File: src/design/t2tsu_pkg.sv
// ----------------------------------------------------------------------------
// t2tsu_pkg - shared types for the tag-2 triple signed unpacker
// Layout codes, unpacker state and result records, sign-extension helpers.
// ----------------------------------------------------------------------------
package t2tsu_pkg;

	// Layout selected by header bits 7:6
	typedef enum logic [1:0] {
		LAYOUT_TINY   = 2'd0,  // three 2-bit fields in the header
		LAYOUT_NIBBLE = 2'd1,  // 4-bit fields, header plus one byte
		LAYOUT_SIX    = 2'd2,  // 6-bit fields, header plus two bytes
		LAYOUT_SIZED  = 2'd3   // 1..4 little-endian bytes per field
	} layout_t;

	localparam logic [7:0] MASK2 = 8'h03;
	localparam logic [7:0] MASK4 = 8'h0F;
	localparam logic [7:0] MASK6 = 8'h3F;

	typedef struct packed {
		logic           in_group;
		layout_t        layout_kind;
		logic [5:0]     size_codes;
		logic [1:0]     field_slot;
		logic [2:0]     bytes_remaining;
		logic [31:0]    byte_assembly;
		logic [31:0]    held_first;
		logic [31:0]    held_second;
	} unpk_state_t;

	typedef struct packed {
		logic           emit;
		logic [31:0]    value_first;
		logic [31:0]    value_second;
		logic [31:0]    value_third;
	} unpk_result_t;

	function automatic logic [31:0] sext2(input logic [7:0] v);
		return {{30{v[1]}}, v[1:0]};
	endfunction

	function automatic logic [31:0] sext4(input logic [7:0] v);
		return {{28{v[3]}}, v[3:0]};
	endfunction

	function automatic logic [31:0] sext6(input logic [7:0] v);
		return {{26{v[5]}}, v[5:0]};
	endfunction

	// Sign-extend an assembled field of (code + 1) bytes
	function automatic logic [31:0] sext_bytes(input logic [31:0] v, input logic [1:0] code);
		logic [31:0] r;
		unique case (code)
			2'd0:    r = {{24{v[7]}}, v[7:0]};
			2'd1:    r = {{16{v[15]}}, v[15:0]};
			2'd2:    r = {{8{v[23]}}, v[23:0]};
			default: r = v;
		endcase
		return r;
	endfunction

endpackage

File: src/design/t2tsu_decode.sv
// ----------------------------------------------------------------------------
// t2tsu_decode - one-byte step of the unpacker
// Next state and the optional completed group for the current byte.
// ----------------------------------------------------------------------------
module t2tsu_decode (
	input  t2tsu_pkg::unpk_state_t  cur,
	input  logic [7:0]              in_byte,
	output t2tsu_pkg::unpk_state_t  nxt,
	output t2tsu_pkg::unpk_result_t res
);
	import t2tsu_pkg::*;

	logic [1:0]  cur_code;
	logic [1:0]  pos;
	logic [2:0]  total;
	logic [2:0]  rem_next;
	logic [31:0] asm_next;
	logic [31:0] field_val;
	logic [1:0]  next_code;

	always_comb begin
		cur_code  = 2'(cur.size_codes >> {cur.field_slot, 1'b0});
		total     = {1'b0, cur_code} + 3'd1;
		pos       = 2'(total - cur.bytes_remaining);
		asm_next  = cur.byte_assembly | ({24'd0, in_byte} << {pos, 3'b000});
		rem_next  = cur.bytes_remaining - 3'd1;
		field_val = sext_bytes(asm_next, cur_code);
		next_code = 2'(cur.size_codes >> {cur.field_slot + 2'd1, 1'b0});
	end

	always_comb begin
		nxt = cur;
		res = '0;
		if (!cur.in_group) begin
			nxt.layout_kind = layout_t'(in_byte[7:6]);
			nxt.in_group    = 1'b1;
			unique case (layout_t'(in_byte[7:6]))
				LAYOUT_TINY: begin
					nxt.in_group     = 1'b0;
					res.emit         = 1'b1;
					res.value_first  = sext2((in_byte >> 4) & MASK2);
					res.value_second = sext2((in_byte >> 2) & MASK2);
					res.value_third  = sext2(in_byte & MASK2);
				end
				LAYOUT_NIBBLE: begin
					nxt.held_first = sext4(in_byte & MASK4);
					nxt.field_slot = 2'd1;
				end
				LAYOUT_SIX: begin
					nxt.held_first = sext6(in_byte & MASK6);
					nxt.field_slot = 2'd1;
				end
				default: begin
					nxt.size_codes      = 6'(in_byte & MASK6);
					nxt.field_slot      = 2'd0;
					nxt.bytes_remaining = {1'b0, in_byte[1:0]} + 3'd1;
					nxt.byte_assembly   = '0;
				end
			endcase
		end else begin
			unique case (cur.layout_kind)
				LAYOUT_NIBBLE: begin
					nxt.in_group     = 1'b0;
					res.emit         = 1'b1;
					res.value_first  = cur.held_first;
					res.value_second = sext4(in_byte >> 4);
					res.value_third  = sext4(in_byte & MASK4);
				end
				LAYOUT_SIX: begin
					if (cur.field_slot == 2'd1) begin
						nxt.held_second = sext6(in_byte & MASK6);
						nxt.field_slot  = 2'd2;
					end else begin
						nxt.in_group     = 1'b0;
						res.emit         = 1'b1;
						res.value_first  = cur.held_first;
						res.value_second = cur.held_second;
						res.value_third  = sext6(in_byte & MASK6);
					end
				end
				LAYOUT_SIZED: begin
					nxt.byte_assembly   = asm_next;
					nxt.bytes_remaining = rem_next;
					if (rem_next == 3'd0) begin
						// field complete: hold it and open the next, or emit
						if (cur.field_slot == 2'd2) begin
							nxt.in_group     = 1'b0;
							res.emit         = 1'b1;
							res.value_first  = cur.held_first;
							res.value_second = cur.held_second;
							res.value_third  = field_val;
						end else begin
							if (cur.field_slot == 2'd0)
								nxt.held_first = field_val;
							else
								nxt.held_second = field_val;
							nxt.field_slot      = cur.field_slot + 2'd1;
							nxt.bytes_remaining = {1'b0, next_code} + 3'd1;
							nxt.byte_assembly   = '0;
						end
					end
				end
				default: begin
					// a tiny-layout group cannot be open; drop the byte
					nxt.in_group = 1'b0;
				end
			endcase
		end
	end

endmodule

File: src/design/tag2_triple_signed_unpacker_top.sv
// ----------------------------------------------------------------------------
// tag2_triple_signed_unpacker_top - byte stream to signed value triples
// Input byte register, single-step decode, registered triple output.
// ----------------------------------------------------------------------------
// Takes one byte of the encoded stream per transfer and returns one transfer
// of three sign-extended 32-bit values for each completed group. Header bits
// 7:6 pick the layout: tiny (three 2-bit fields, result from the header
// alone), nibble (header plus one byte), six-bit (header plus two bytes) or
// sized (header bit pairs give each field 1 to 4 little-endian bytes). The
// block sustains one byte per clock while the output is not stalled; each byte
// goes into the input register and is then decoded into the output register.
// A held output that is stalled stops the input register, and so the input
// side, only once a byte is waiting there. No end-of-stream handling: a
// partial group waits for more bytes or is dropped by reset.
module tag2_triple_signed_unpacker_top (
	input  logic               clk,
	input  logic               arst_n,
	input  logic               in_valid,
	output logic               in_stall,
	input  logic [7:0]         in_byte,
	output logic               out_valid,
	input  logic               out_stall,
	output logic signed [31:0] value_first,
	output logic signed [31:0] value_second,
	output logic signed [31:0] value_third
);
	import t2tsu_pkg::*;

	// input register
	logic        valid_s1;
	logic [7:0]  byte_s1;

	// group state, held between bytes
	unpk_state_t  state_q;
	unpk_state_t  state_next;
	unpk_result_t res;

	// output register
	logic        out_valid_q;
	logic [31:0] first_q;
	logic [31:0] second_q;
	logic [31:0] third_q;

	logic out_free;   // output register can take a new result
	logic advance;    // byte in the input register is decoded this cycle

	assign out_free = !out_valid_q || !out_stall;
	assign advance  = valid_s1 && out_free;
	assign in_stall = valid_s1 && !out_free;

	always_ff @(posedge clk or negedge arst_n) begin
		if (!arst_n) begin
			valid_s1 <= 1'b0;
		end else if (!in_stall) begin
			valid_s1 <= in_valid;
		end
	end

	always_ff @(posedge clk) begin
		if (!in_stall && in_valid) begin
			byte_s1 <= in_byte;
		end
	end

	t2tsu_decode u_decode (
		.cur     (state_q),
		.in_byte (byte_s1),
		.nxt     (state_next),
		.res     (res)
	);

	// state is all zero after reset, matching an empty group
	always_ff @(posedge clk or negedge arst_n) begin
		if (!arst_n) begin
			state_q <= '0;
		end else if (advance) begin
			state_q <= state_next;
		end
	end

	always_ff @(posedge clk or negedge arst_n) begin
		if (!arst_n) begin
			out_valid_q <= 1'b0;
		end else if (out_free) begin
			out_valid_q <= advance && res.emit;
		end
	end

	always_ff @(posedge clk) begin
		if (out_free && advance && res.emit) begin
			first_q  <= res.value_first;
			second_q <= res.value_second;
			third_q  <= res.value_third;
		end
	end

	assign out_valid    = out_valid_q;
	assign value_first  = first_q;
	assign value_second = second_q;
	assign value_third  = third_q;

endmodule

File: config.mk
export PLATFORM = sky130hd
export DESIGN_NAME = tag2_triple_signed_unpacker_top
export DESIGN_NICKNAME = d
export VERILOG_FILES = /design/src/design/t2tsu_pkg.sv /design/src/design/t2tsu_decode.sv /design/src/design/tag2_triple_signed_unpacker_top.sv
export SDC_FILE = /design/constraint.sdc
export NUM_CORES = 1
export LEC_CHECK = 0
export ABC_CLOCK_PERIOD_IN_PS = 4780
export BUFFER_PORTS_ARGS = -buffer_cell sky130_fd_sc_hd__buf_2
export CAP_MARGIN = 20
export CORE_ASPECT_RATIO = 1.75
export CORE_UTILIZATION = 60
export CTS_BUF_LIST = sky130_fd_sc_hd__clkbuf_4 sky130_fd_sc_hd__clkbuf_8
export DETAILED_ROUTE_END_ITERATION = 16
export GPL_ROUTABILITY_DRIVEN = 0
export PLACE_DENSITY_LB_ADDON = 0.05
export SETUP_SLACK_MARGIN = 0.4
export SLEW_MARGIN = 30
export SYNTH_ARGS = -nofsm -noshare
export SYNTH_HDL_FRONTEND = slang
export SYNTH_SLANG_ARGS = --single-unit
File: constraint.sdc
create_clock -name clk -period 4.78 [get_ports clk]
set_input_delay 0.956 -clock clk [delete_from_list [all_inputs] [get_ports clk]]
set_output_delay 0.956 -clock clk [all_outputs]
set_load 0.02 [all_outputs]
# Word-level counts from Yosys, hierarchy flattened
# Cells that the tools add are included.
[classes]
div_mod_pow = 0
addsub = 6
n_eq_ne = 23
reduce_logical = 25
n_bitwise = 3
multipliers = 0
shifts = 3
n_mux = 26
order_cmp = 0
[op_table]
columns = ["op", "count"]
rows = [
  ["2-to-1 mux 97 bit", 5],
  ["case mux 97 bit (3 select lines)", 1],
  ["2-to-1 mux 101 bit", 2],
  ["case mux 32 bit (2 select lines)", 2],
  ["2-to-1 mux 32 bit", 3],
  ["case mux 32 bit (3 select lines)", 1],
  ["2-to-1 mux 69 bit", 1],
  ["2-to-1 mux 67 bit", 1],
  ["2-to-1 mux 35 bit", 1],
  ["bitwise OR 32 bit", 1],
  ["<< shifter 8 x 5 -> 32 bit", 1],
  ["!= test 2 x 1 -> 1 bit (second input constant)", 6],
  ["AND reduction 6 bit", 2],
  [">> shifter 6 x 3 -> 2 bit", 2],
  ["== test 2 bit (second input constant)", 5],
  ["== test 2 x 1 -> 1 bit (second input constant)", 4],
  ["!= test 2 bit (second input constant)", 4],
  ["case mux 2 bit (2 select lines)", 2],
  ["AND reduction 7 bit", 1],
  ["adder 2 x 1 -> 3 bit (second input constant)", 2],
  ["logical AND 1 bit", 6],
  ["logical NOT 2 bit", 3],
  ["!= test 3 x 2 -> 1 bit (second input constant)", 2],
  ["AND reduction 3 bit", 2],
  ["17 further kinds", 26],
]
[word_totals]
mem_count = 0
romBits = 0
output_inout_bits = 98
ramBits = 0
wordCells = 100
latchBits = 0
register_bits = 216

# Logic depth before layout (Yosys ltp)
[depth]
word_depth = 11
mapped_depth = 11
depth_no_buf = 10

# Modules after synthesis
# From an unflattened synthesis, not the netlist that was laid out.
[hier_totals]
hier_cells = 999
hier_area_um2 = 11795.1
[modules_own_cells]
columns = ["mod", "seq_area_each_um2", "area_each_um2", "n_inst", "cells_each"]
rows = [
  ["tag2_triple_signed_unpacker_top", 5925.7, 7816.2, 1, 347],
  ["t2tsu_decode", 0.0, 3978.8, 1, 652],
]

# Least setup slack after synthesis
# No wires, ideal clock.
[synth_path]
kind = "register -> register"
start = "register state_q[97] (netlist bit)"
end = "register first_q[0] (netlist: value_first[0]), enable pin"
period_less_slack_ns = 4.317
slack_ns = 0.463
arrival_time_ns = 3.851
stages_incl_launch_ff = 8
required_time_ns = 4.314
setup_time_ns = 0.466
path_cell_list = "dfrtp_1 > inv_1 > ha_1 > xor2_1 > nor3_1 > nor3_1 > a21oi_1 > and2_1"
[synth_between]
elab_chain_len = 6
[synth_rtl]
columns = ["item", "line", "source"]
rows = [
  ["start, declared", "tag2_triple_signed_unpacker_top.sv:34", "unpk_state_t state_q;"],
  ["start signal, assigned", "tag2_triple_signed_unpacker_top.sv:77", "state_q <= state_next;"],
  ["subtractor 3 x 1 -> 3 bit", "t2tsu_decode.sv:26", "rem_next = cur.bytes_remaining - 3'd1;"],
  ["logical NOT 3 bit", "t2tsu_decode.sv:84", "if (rem_next == 3'd0) begin"],
  ["2-to-1 mux 97 bit", "t2tsu_decode.sv:84", ""],
  ["case mux 97 bit (3 select lines)", "t2tsu_decode.sv:61", "unique case (cur.layout_kind)"],
  ["2-to-1 mux 97 bit", "t2tsu_decode.sv:34", "if (!cur.in_group) begin"],
  ["logical AND 1 bit", "tag2_triple_signed_unpacker_top.sv:90", "if (out_free && advance && res.emit) begin"],
  ["end signal, assigned", "tag2_triple_signed_unpacker_top.sv:91", "first_q <= res.value_first;"],
  ["end, declared", "tag2_triple_signed_unpacker_top.sv:40", "logic [31:0] first_q;"],
]
# Every way passes these cells.
# A chain may end at the register's enable or synchronous reset.

# Worst setup path in the final report
[layout_path]
start = "register state_q[97] (netlist bit)"
end = "register third_q[0] (netlist: value_third[0]), enable pin"
[layout_between]
elab_chain_len = 6
[layout_rtl]
columns = ["item", "line", "source"]
rows = [
  ["subtractor 3 x 1 -> 3 bit", "t2tsu_decode.sv:26", ""],
  ["logical NOT 3 bit", "t2tsu_decode.sv:84", ""],
  ["2-to-1 mux 97 bit", "t2tsu_decode.sv:84", ""],
  ["case mux 97 bit (3 select lines)", "t2tsu_decode.sv:61", ""],
  ["2-to-1 mux 97 bit", "t2tsu_decode.sv:34", ""],
  ["logical AND 1 bit", "tag2_triple_signed_unpacker_top.sv:90", ""],
  ["end signal, assigned", "tag2_triple_signed_unpacker_top.sv:93", "third_q <= res.value_third;"],
  ["end, declared", "tag2_triple_signed_unpacker_top.sv:42", "logic [31:0] third_q;"],
]
# Every way passes these cells.

==> results.md <==
- Die area: 0.0169 mm²
- Total core area: 0.0160 mm²
- Filler Cell Count: 1,203
- CTS Buf Count: 31
- Crit path max fanout: 47
- Post-route ant nets: 0
- WS Path Type: flip-flop to flip-flop
- Pre-CTS setup slack: 1.11 ns
- Post-CTS setup buffer count: 0
- Boundary pin count: 110
- WP data arrival: 3.96 ns
- Maximum VDD drop: 0.546 mV
- Max-slew violation total from the final report: 0
- Mux share of post-synthesis cell area: 1.91%
- Sequential share of the synthesized area: 60.4%
- Footprint of the multi-input gates: 0.00360 mm²
- Compound-Gate Fraction of Synth Area: 21.7%
- Pre-Repair DR Iteration Count: 6
- Via count: around 7,700
- Unique masters post-synth: 64
- HP Class: input pin to async pin
- DPL Wire Length: around 19,000 µm
- Via density: roughly 6.5
- Most Used Layer, Global Route: met2
- First-pass GRT wire length: 41,000 µm
- Setup crit end kind: flip-flop
- Clock edge transition at the registers on the reported setup and hold paths: 0.06 ns
- Worst Tran Pin Value: between 0.9 and 1 ns
- Clock sink total: 216
- Buffers on Ports: 109
- Initial cell density of the core: 61.5%
- Post-synth ARST share: 51.9%
- Initial antenna violation count: 0
- Layout area overhead: 13.6%
- Initial DRC count: approximately 760
- Met2 usage: 56.7%
- FF+latch count, synth: 216
- Final hold violations: 0
- Main combinational cell family by area after synthesis: compound AO/OA/AOI/OAI gates
- CTS tree: yes
- Flop pwr share: 37.8%
- Std cell rows: 61
- Clock Path Buffers: 3
- Minimum clock period: 3.73 ns
- Max H-tree Level: 1
- Antenna cell count: 0
- Crit-path most repeated cell: nor3_1
- CP required: 5.01 ns
- Syn Nets: between 900 and 1,000
- Crit path largest cell delay: 0.71 ns
- Worst path slowest cell: nor3_1
- Worst-skew pair later-pin latency: approximately 0.56 ns
- Internal: 0.00496 W
- Startpoint types: flip-flop
- Mapped cell area: between 0.009 and 0.01 mm²
- Status: finished clean
- Root buffer cell: clkbuf_8
- Total chip power: 0.00881 W
- Chip width: 98.7 µm
- Commonest non-fill, non-tap cells in the layout: dfrtp_1, a21oi_1, buf_2
- R2r worst-path depth: 8
- Post-synthesis adder-cell area fraction: 1.79%
- Reg2reg setup slack: between 1 and 1.5 ns
- Max_slew headroom: 33.9%
- Number of synthesized flops with an enable pin: 104
- Number of cells upsized or downsized after cts: 0
- GR Layer Usage met1: 36.2%
- CP bufs+invs: 2
- Worst path cell trace: inv_1, ha_1, xor2_1, nor3_1, nor3_1, a21oi_1, and2_4, buf_4
- Final wirelength: 26,800 µm
- Final Util: 69.8%
- Post-Syn Instances: 891
- Comb pwr share: between 40% and 50%
- Worst r2r dst: value_third[0]
- Via count of the first global-routing pass: 7,449
- Setup Skew: 0.0173 ns
- Final Cycle Share: roughly four fifths
- Sw Share: 43.7%
- Achievable frequency: approximately 270 MHz
- RSZ-0062 raised after global routing: no
- Setup violations, final: 0
- P_sw: slightly below 0.004 W
- Reg area: 0.00593 mm²
- WL/cell: between 20 and 25 µm
- Avg Cell Area, Syn: about 11 µm²
- Total global routing overflow: 0
- DRC: 0
- YS warnings: 0
- Largest net degree at the start of global routing: 83
- Final non-filler cell total: 1,192
- Leak: 4.87 nW
- Pwr dens: around 790 mW/mm²
- Final net count: between 1,000 and 1,500
- CP top delay family: simple AND/OR/NAND/NOR gates
- Clock share of power: 17.8%
- Simple-Gate Fraction of Synth Area: between 10% and 20%
- Layout cells sized above 1: 21.0%
- Worst r2r src: state_q[97]
- Grt met3 use: 4.45%
- Setup TNS: 0 ns
- Dpl cells: 1,135
- Synth Flop Type: dfrtp_1
- Die H: 171 µm
- Most common cell after layout, fill and taps aside: dfrtp_1
- Cts hold-fix bufs: 0
- Critical path depth: 8
- Gr usage total: 32.4%
- Xor/xnor share of the synthesized area: 0.791%
- Max_cap viols: 0
- Setup ws final: ~1.1 ns
-- routing by layer --
layer  vias up  part of all wire (%)
met3       136                   5.9
met1      3717                    35
met4         0                   8.4
li1       3451                     -
met5         -                     0
met2       396                    51
-- cell families after synthesis --
family / count (synthesis)
fa+ha+maj: 14
buf+inv: 80
mux: 16
xor+xnor: 5
simple gates: 220
compound gates: 340
flops: 216
-- power by group through the flow --
stage | registers [W] | clock network (W) | logic (W)
final | 0.00333 | 0.00156 | 0.00392
after floorplan | 0.00348 | 0 | 0.00243
after CTS | 0.00331 | 0.00158 | 0.00383
after global placement | 0.00331 | 0 | 0.00370
after global routing | 0.00338 | 0.00166 | 0.00420
after detailed placement | 0.00334 | 0 | 0.00381
-- stage by stage --
stage,area [µm²],hold WS [ns]
after floorplan,9810,0.463
after global placement,10400,0.477
after detailed placement,10500,0.487
after CTS,11100,0.456
after global routing,11100,0.485
final,11100,0.441
-- cell usage after synthesis, types with 2 or more instances --
library cell	count	area, µm²
o21a_1	12	90.1
clkbuf_1	44	165
o31ai_1	3	22.5
nand3b_1	2	15.0
inv_1	13	48.8
and2_1	8	50.1
a211oi_1	22	165
mux2_2	5	56.3
a21oi_1	108	541
mux2i_1	8	80.1
buf_1	4	15.0
edfxtp_1	104	3120
nor2_2	2	12.5
nand2b_1	8	50.1
nor2b_1	6	37.5
dfrtp_1	112	2800
o21ai_0	79	395
nand2_1	64	240
o211a_1	8	80.1
a31oi_1	10	62.6
nand3_1	6	30.0
a22o_1	9	78.8
o221ai_1	3	26.3
a32o_1	7	70.1
buf_2	17	85.1
or3_1	5	31.3
o22a_1	2	17.5
or2_2	2	12.5
a21o_1	36	270
nor3b_1	2	15.0
a221o_1	2	20.0
nor3_2	2	20.0
o211ai_1	3	22.5
o22ai_1	15	93.8
nor3_1	14	70.1
nor2_1	94	353
a22oi_1	9	67.6
ha_1	14	175
o21ai_1	2	10.0
-- cell type report --
cell class	instances	area share (%)
Tap cell	189	2.12
Clock inverter	3	0.359
Clock buffer	54	5.77
Multi-Input combinational cell	595	32.3
Timing Repair Buffer	121	5.76
Sequential cell	216	53.2
Inverter	14	0.472
-- state kept, by name (all words and copies together) (netlist names) --
| signal | cells |
|---|---|
| value_second | 32 |
| value_third | 32 |
| value_first | 32 |
| byte_s1 | 8 |
| valid_s1 | 1 |
| out_valid | 1 |
| state_q | 110 |
-- worst max path at each step --
stage,from,to,slack [ns]
4_1_cts,state_q[97],value_second[5],1.09
3_3_place_gp,state_q[97],value_third[4],1.22
2_1_floorplan,state_q[97],value_first[0],0.46
5_1_grt,state_q[97],value_second[10],0.91
6_report,state_q[97],value_third[0],1.05
3_5_place_dp,state_q[97],value_third[0],1.11
Note: power is estimated with default switching activity, not from simulation.
